--- config.mk ---
export PLATFORM = sky130hd
export DESIGN_NAME = gregorian_date_difference
export DESIGN_NICKNAME = d
export VERILOG_FILES = /design/src/rtl/core/gdd_pkg.sv /design/src/rtl/core/gdd_serial_day.sv /design/src/rtl/core/gregorian_date_difference.sv
export SDC_FILE = /design/constraint.sdc
export NUM_CORES = 2
export LEC_CHECK = 0
export BUFFER_PORTS_ARGS = -buffer_cell sky130_fd_sc_hd__buf_2
export CORE_MARGIN = 5
export CORE_UTILIZATION = 30
export CTS_CLUSTER_SIZE = 8
export DETAILED_ROUTE_END_ITERATION = 6
export PLACE_DENSITY = 0.45
export RECOVER_POWER = 25
export SLEW_MARGIN = 20
export SYNTH_ARGS = -nofsm -noshare
export SYNTH_HDL_FRONTEND = slang
export SYNTH_SLANG_ARGS = --single-unit
--- constraint.sdc ---
create_clock -name clk_i -period 11 [get_ports clk_i]
set_clock_uncertainty 0.2 [all_clocks]
set_input_delay 0 -clock clk_i [delete_from_list [all_inputs] [get_ports clk_i]]
set_output_delay 0 -clock clk_i [all_outputs]
set_load 0.05 [all_outputs]
--- src/rtl/core/gdd_pkg.sv ---
// Shared constants, tables and types for the Gregorian date difference pipeline.
`timescale 1ns / 1ps
`default_nettype none

package gdd_pkg;

  localparam int unsigned YearW   = 14;
  localparam int unsigned MonthW  = 4;
  localparam int unsigned DayW    = 5;
  localparam int unsigned CountW  = 22;
  localparam int unsigned QuotW   = 8;   // floor(year / 100) for any 14-bit year
  localparam int unsigned MStartW = 9;

  localparam logic [YearW-1:0] YearMin = 14'd1;
  localparam logic [YearW-1:0] YearMax = 14'd9999;

  localparam logic [MonthW-1:0] MonthJan = 4'd1;
  localparam logic [MonthW-1:0] MonthFeb = 4'd2;
  localparam logic [MonthW-1:0] MonthDec = 4'd12;

  // ceil(2^19 / 100): exact floor(x / 100) for every x below 43690.
  localparam int unsigned Recip100Shift = 19;
  localparam logic [12:0] Recip100      = 13'd5243;
  localparam logic [YearW-1:0] Hundred  = 14'd100;
  localparam logic [22:0] DaysCommonYear = 23'd365;

  // Stage enables of one serial-day unit.
  typedef struct packed {
    logic s1;
    logic s2;
    logic s3;
  } gdd_en_t;

  // Length of a month in a common year; zero for codes that are no month.
  function automatic logic [DayW-1:0] month_len(input logic [MonthW-1:0] m);
    logic [DayW-1:0] len;
    case (m)
      4'd1, 4'd3, 4'd5, 4'd7, 4'd8, 4'd10, 4'd12: len = 5'd31;
      4'd4, 4'd6, 4'd9, 4'd11:                     len = 5'd30;
      4'd2:                                        len = 5'd28;
      default:                                     len = 5'd0;
    endcase
    return len;
  endfunction

  // Days before the first of a month in a common year.
  function automatic logic [MStartW-1:0] month_start(input logic [MonthW-1:0] m);
    logic [MStartW-1:0] ms;
    case (m)
      4'd2:    ms = 9'd31;
      4'd3:    ms = 9'd59;
      4'd4:    ms = 9'd90;
      4'd5:    ms = 9'd120;
      4'd6:    ms = 9'd151;
      4'd7:    ms = 9'd181;
      4'd8:    ms = 9'd212;
      4'd9:    ms = 9'd243;
      4'd10:   ms = 9'd273;
      4'd11:   ms = 9'd304;
      4'd12:   ms = 9'd334;
      default: ms = 9'd0;
    endcase
    return ms;
  endfunction

endpackage

`default_nettype wire

--- src/rtl/core/gdd_serial_day.sv ---
// Three-stage unit that checks one date and turns it into a serial day number.
`timescale 1ns / 1ps
`default_nettype none

module gdd_serial_day (
  input  wire logic                      clk_i,
  input  wire gdd_pkg::gdd_en_t          en_i,
  input  wire logic [gdd_pkg::YearW-1:0] year_i,
  input  wire logic [gdd_pkg::MonthW-1:0] month_i,
  input  wire logic [gdd_pkg::DayW-1:0]  day_i,
  output logic                           ok_o,
  output logic [gdd_pkg::CountW-1:0]     serial_o
);
  import gdd_pkg::*;

  // Stage 1: previous year and the two reciprocal multiplications.
  logic [YearW-1:0]  y1_q, p1_q, p1_d;
  logic [MonthW-1:0] m1_q;
  logic [DayW-1:0]   d1_q;
  logic [QuotW-1:0]  qy1_q, qy1_d, qp1_q, qp1_d;
  logic [26:0]       prod_y, prod_p;

  always_comb begin
    p1_d   = year_i - 14'd1;
    prod_y = {13'd0, year_i} * {14'd0, Recip100};
    prod_p = {13'd0, p1_d} * {14'd0, Recip100};
    qy1_d  = prod_y[Recip100Shift +: QuotW];
    qp1_d  = prod_p[Recip100Shift +: QuotW];
  end

  always_ff @(posedge clk_i) begin
    if (en_i.s1) begin
      y1_q  <= year_i;
      p1_q  <= p1_d;
      m1_q  <= month_i;
      d1_q  <= day_i;
      qy1_q <= qy1_d;
      qp1_q <= qp1_d;
    end
  end

  // Stage 2: leap rule, validity, whole-year days and month offset.
  logic [YearW-1:0]   rem100;
  logic [YearW-1:0]   hund_mul;
  logic               leap;
  logic               year_ok, month_ok, day_ok;
  logic [DayW-1:0]    mlen;
  logic [22:0]        p365;
  logic               ok2_q, ok2_d;
  logic [CountW-1:0]  base2_q, base2_d;
  logic [QuotW-1:0]   corr2_q, corr2_d;
  logic [MStartW-1:0] moff2_q, moff2_d;
  logic [DayW-1:0]    d2_q;

  always_comb begin
    hund_mul = {6'd0, qy1_q} * Hundred;
    rem100   = y1_q - hund_mul;
    // A century year is a leap year only when its century count is a multiple of four.
    leap     = (y1_q[1:0] == 2'd0) && ((rem100 != '0) || (qy1_q[1:0] == 2'd0));
    year_ok  = (y1_q >= YearMin) && (y1_q <= YearMax);
    month_ok = (m1_q >= MonthJan) && (m1_q <= MonthDec);
    mlen     = month_len(m1_q) + {4'd0, (m1_q == MonthFeb) && leap};
    day_ok   = (d1_q != '0) && (d1_q <= mlen);
    ok2_d    = year_ok && month_ok && day_ok;
    p365     = {9'd0, p1_q} * DaysCommonYear;
    base2_d  = p365[CountW-1:0] + {10'd0, p1_q[YearW-1:2]};
    corr2_d  = qp1_q - {2'd0, qp1_q[QuotW-1:2]};
    moff2_d  = month_start(m1_q) + {8'd0, (m1_q > MonthFeb) && leap};
  end

  always_ff @(posedge clk_i) begin
    if (en_i.s2) begin
      ok2_q   <= ok2_d;
      base2_q <= base2_d;
      corr2_q <= corr2_d;
      moff2_q <= moff2_d;
      d2_q    <= d1_q;
    end
  end

  // Stage 3: assemble the serial day number.
  logic [CountW-1:0] serial3_q, serial3_d;
  logic              ok3_q;

  always_comb begin
    serial3_d = base2_q - {14'd0, corr2_q} + {13'd0, moff2_q} + {17'd0, d2_q};
  end

  always_ff @(posedge clk_i) begin
    if (en_i.s3) begin
      ok3_q     <= ok2_q;
      serial3_q <= serial3_d;
    end
  end

  assign ok_o     = ok3_q;
  assign serial_o = serial3_q;

endmodule

`default_nettype wire

--- src/rtl/core/gregorian_date_difference.sv ---
// Top level: number of days between two Gregorian dates, four-stage pipeline.
//
// Input channel: in_valid_i with the six date fields; an item is taken at a
// clock edge where in_valid_i is high and in_stall_o is low. Output channel:
// out_valid_o with day_count_o and invalid_o; a result is taken at an edge
// where out_valid_o is high and out_stall_i is low.
// Each item gives exactly one result, which moves through every register
// stage in order before it reaches the outputs. The four register stages
// are three per date (reciprocal multiply for the century count, leap
// check and year days, serial assembly) and one for the absolute
// difference. One item can be taken every cycle while the output is not
// stalled.
// A date outside years 1 to 9999, months 1 to 12 or its month's length sets
// invalid_o and forces day_count_o to zero.
// Reset empties the pipeline; data is not reset. When the receiver
// stalls, the result holds and empty stages still fill, so in_stall_o rises
// only once every stage holds an item.
`timescale 1ns / 1ps
`default_nettype none

module gregorian_date_difference (
  input  wire logic                        clk_i,
  input  wire logic                        rst_ni,
  input  wire logic                        in_valid_i,
  output logic                             in_stall_o,
  input  wire logic [gdd_pkg::YearW-1:0]   year_a_i,
  input  wire logic [gdd_pkg::MonthW-1:0]  month_a_i,
  input  wire logic [gdd_pkg::DayW-1:0]    day_a_i,
  input  wire logic [gdd_pkg::YearW-1:0]   year_b_i,
  input  wire logic [gdd_pkg::MonthW-1:0]  month_b_i,
  input  wire logic [gdd_pkg::DayW-1:0]    day_b_i,
  output logic                             out_valid_o,
  input  wire logic                        out_stall_i,
  output logic [gdd_pkg::CountW-1:0]       day_count_o,
  output logic                             invalid_o
);
  import gdd_pkg::*;

  localparam logic [CountW-1:0] MaxCount = 22'd3652058;

  logic [3:0] v_q;
  logic [3:0] en;
  gdd_en_t    unit_en;

  // A stage loads when it is empty or when the stage after it moves on.
  always_comb begin
    en[3] = !v_q[3] || !out_stall_i;
    en[2] = !v_q[2] || en[3];
    en[1] = !v_q[1] || en[2];
    en[0] = !v_q[0] || en[1];
    unit_en.s1 = en[0];
    unit_en.s2 = en[1];
    unit_en.s3 = en[2];
  end

  assign in_stall_o = !en[0];

  always_ff @(posedge clk_i or negedge rst_ni) begin
    if (!rst_ni) begin
      v_q <= '0;
    end else begin
      if (en[0]) v_q[0] <= in_valid_i;
      if (en[1]) v_q[1] <= v_q[0];
      if (en[2]) v_q[2] <= v_q[1];
      if (en[3]) v_q[3] <= v_q[2];
    end
  end

  logic              ok_a, ok_b;
  logic [CountW-1:0] serial_a, serial_b;

  gdd_serial_day u_date_a (
    .clk_i    (clk_i),
    .en_i     (unit_en),
    .year_i   (year_a_i),
    .month_i  (month_a_i),
    .day_i    (day_a_i),
    .ok_o     (ok_a),
    .serial_o (serial_a)
  );

  gdd_serial_day u_date_b (
    .clk_i    (clk_i),
    .en_i     (unit_en),
    .year_i   (year_b_i),
    .month_i  (month_b_i),
    .day_i    (day_b_i),
    .ok_o     (ok_b),
    .serial_o (serial_b)
  );

  logic [CountW-1:0] count_q, count_d;
  logic              invalid_q, invalid_d;

  always_comb begin
    invalid_d = !(ok_a && ok_b);
    if (invalid_d) begin
      count_d = '0;
    end else if (serial_a >= serial_b) begin
      count_d = serial_a - serial_b;
    end else begin
      count_d = serial_b - serial_a;
    end
  end

  always_ff @(posedge clk_i) begin
    if (en[3]) begin
      count_q   <= count_d;
      invalid_q <= invalid_d;
    end
  end

  assign out_valid_o = v_q[3];
  assign day_count_o = count_q;
  assign invalid_o   = invalid_q;

  // An invalid result never carries a day count.
  assert property (@(posedge clk_i) disable iff (!rst_ni)
    out_valid_o && invalid_o |-> day_count_o == '0)
    else $error("invalid result with nonzero day count");

  // A valid result stays within the span of years 1 to 9999.
  assert property (@(posedge clk_i) disable iff (!rst_ni)
    out_valid_o && !invalid_o |-> day_count_o <= MaxCount)
    else $error("day count beyond the supported span");

  // The input side stalls only when every stage holds an item.
  assert property (@(posedge clk_i) disable iff (!rst_ni)
    in_stall_o |-> (v_q == 4'b1111) && out_stall_i)
    else $error("input stalled while a stage was empty");

  // An item leaving the last date stage reaches the output register.
  assert property (@(posedge clk_i) disable iff (!rst_ni)
    v_q[2] && en[3] |=> v_q[3])
    else $error("item lost between pipeline stages");

endmodule

`default_nettype wire

==> results.sh <==
export IMPL_grtUsageTotal=0.125
export IMPL_synth_edff_count=265
export IMPL_final_setup_viol_count=0
export IMPL_rows=128
export IMPL_final_util=0.339
export IMPL_slew_headroom=0.195
export IMPL_num_antenna_cells=0
export IMPL_nets=4945
export IMPL_syn_area_sq_um=37000
export IMPL_final_common_cell="inv_1"
export IMPL_post_cts_buffers=0
export IMPL_period_needed_ns=7.57
export IMPL_end_kind="flop"
export IMPL_cts_resized=0
export IMPL_start_util=0.303
export IMPL_port_buffers=74
export IMPL_cts_reportedPaths_clkPinSlew_ns=0.05
export IMPL_place_ws_ns=3.54
export IMPL_syn_num_nets=4762
export IMPL_gp_congestion=0.802
export IMPL_hold_path_class="input port to async pin"
export IMPL_r2r_slack_ns=4.45
export IMPL_ff2ff_path_depth=29
export IMPL_start_kind="input port"
export IMPL_yosys_warnings=0
export IMPL_syn2layout_area_growth_pct=11.8
export IMPL_fin_crit_sh=0.688
export IMPL_worstMarginPinSlew_ns=1.21
export IMPL_die_area_sq_um=131000
export IMPL_tritoncts="yes"
export IMPL_synth_ff_type="edfxtp_1"
export IMPL_synth_seq_area_share=0.231
export IMPL_status="finished clean"
export IMPL_core_area_sq_um=122000
export IMPL_dp_hpwl_um=67800
export IMPL_overflow=0
export IMPL_fin_ws_ns=3.43
export IMPL_synth_seq_cells=293
export IMPL_die_w_um=361
export IMPL_totalWireLength_um=80200
export IMPL_crit_type="input port to flop"
export IMPL_mostFrequentLayoutCells="inv_1 (856), ha_1 (777), fa_1 (388)"
export IMPL_drv_slew=0
export IMPL_drc=0
export IMPL_cp_max_fo=9
export IMPL_arrival_ns=7.69
export IMPL_die_h_um=361
export IMPL_num_vias=23800
export IMPL_antenna_found_initial=0
export IMPL_drive_above_1_share=0.0274
export IMPL_synthArstFlopShare=0.0137
export IMPL_fmax_mhz=132
export IMPL_io_pins=75
export IMPL_cts_buffers=45
export IMPL_synth_cell_types=80
export IMPL_timing_rr_end="u_date_b.ok2_q$_DFFE_PP_"
export IMPL_finalHoldViolCount=0
export IMPL_grt_start_max_net_pins=64
export IMPL_insertion_delay_ns=0.58
export IMPL_syn_area_per_cell_sq_um=10.4
export IMPL_drt_pre_antenna_iters=5
export IMPL_syn_inst=3547
export IMPL_clock_sinks=293
export IMPL_ant_nets=0
export IMPL_avgViaCountPerCell=4.42
export IMPL_cts_root_buf="clkbuf_16"
export IMPL_clockBufferDepth=3
export IMPL_rsz0062_at_grt="false"
export IMPL_hold_buffers=70
export IMPL_cp_required_ns=11.12
export IMPL_max_cap_violations=0
export IMPL_grt_pass1_vias=25300
export IMPL_htreeDepth=2
export IMPL_drt_iter0_markers=955
export IMPL_r2r_start="u_date_b.qy1_q[2]$_DFFE_PN_"
export IMPL_tns_ns=0
export IMPL_drt_wirelength_per_cell_um=14.9
export IMPL_grt_pass1_wl_um=134000
[worst max-delay path by stage]
stage	start	to	cells after the start	slack [ns]
after global placement	year_a_i[0]	u_date_a.qp1_q[5]$_DFFE_PN_	22	3.62
after global routing	year_a_i[2]	u_date_a.qp1_q[5]$_DFFE_PN_	25	2.81
after floorplan	v_q[3]$_DFFE_PN0P_	flop	7	4.74
final	year_a_i[2]	u_date_a.qp1_q[5]$_DFFE_PN_	25	3.43
after detailed placement	year_a_i[0]	u_date_a.qp1_q[5]$_DFFE_PN_	22	3.54
after CTS	year_a_i[0]	u_date_a.qp1_q[5]$_DFFE_PN_	23	3.64
[state kept, by name (all words and copies together), names as in the netlist, 8 cells and up, named ones only]
name,cells
day_count_o,22
u_date_a.base2_q,22
u_date_a.corr2_q,8
u_date_a.moff2_q,9
u_date_a.p1_q,14
u_date_a.qp1_q,8
u_date_a.qy1_q,8
u_date_a.serial_o,22
u_date_a.y1_q,14
u_date_b.base2_q,22
u_date_b.corr2_q,8
u_date_b.moff2_q,9
u_date_b.p1_q,14
u_date_b.qp1_q,8
u_date_b.qy1_q,8
u_date_b.serial_o,22
u_date_b.y1_q,14
[stage by stage]
step	instances	hold slack [ns]	cell area [sq um]
2_1_floorplan	3547	-0.496	37000
3_3_place_gp	5238	-0.391	39500
3_5_place_dp	5238	-0.388	39500
4_1_cts	5384	0.0217	41500
5_1_grt	5384	0.119	41400
6_report	5384	0.108	41400
[kinds of logic (layout without fill, tap and decap cells)]
kind of cell | after synthesis | count (layout) | share of synthesized area
AO/OA/AOI/OAI | 480 | 480 | 0.0845
XOR/XNOR | 195 | 195 | 0.0469
adder cells (fa/ha/maj) | 1165 | 1165 | 0.472
buffers and inverters | 882 | 1094 | 0.0899
flip-flops | 293 | 293 | 0.231
multiplexers | 26 | 26 | 0.00730
AND/OR/NAND/NOR | 506 | 506 | 0.0683
[layout make-up]
class,count,area (sq um)
tap,1625,2030
multi-input combinational,2372,25200
fill,12500,80800
sequential,293,8540
clock inverter,7,70.1
timing repair buffer,162,1120
inverter,856,3210
clock buffer,69,1260
[critical path: stages]
cell and delay [ns]:
dlygate4sd3_1 0.52, clkbuf_1 0.47, inv_1 0.26, ha_1 0.25
a21boi_0 0.43, nand4_1 0.23, xnor2_1 0.67, inv_1 0.21
fa_1 0.42, inv_1 0.07, ha_1 0.15, inv_1 0.06
fa_1 0.51, fa_1 0.45, fa_1 0.53, inv_1 0.05
ha_1 0.28, a2111oi_0 0.40, o21ai_0 0.14, a21oi_1 0.13
a31oi_1 0.16, o41ai_1 0.74, o211ai_1 0.26, a21oi_1 0.22
xnor2_1 0.08
[Yosys cell counts (27+ instances only)]
cell      number  area [sq um]
inv_1        856          3210
ha_1         777          9720
fa_1         388          7770
edfxtp_1     265          7960
xnor2_1      148          1300
nor2_1       137           514
a21oi_1      135           676
o21ai_0       95           475
nand2_1       89           334
nor3_1        49           245
nand3_1       47           235
a21o_1        46           345
xor2_1        45           394
o21a_1        35           263
and3_1        31           194
nor2b_1       29           181
nand2b_1      28           175
nand4_1       27           169
[layer usage]
layer | part of all wire | vias up | global-route usage | routed length, um
li1 | - | 12200 | - | -
met1 | 0.51 | 11400 | 0.182 | 41200
met2 | 0.44 | 181 | 0.200 | 35600
met3 | 0.027 | 69 | 0.0150 | 2140
met4 | 0.016 | 0 | 0.0248 | 1280
met5 | 0 | - | 0 | 0
Power is not shown: default switching activity piles up to over one toggle a cycle in this logic, so the estimate is an artifact.
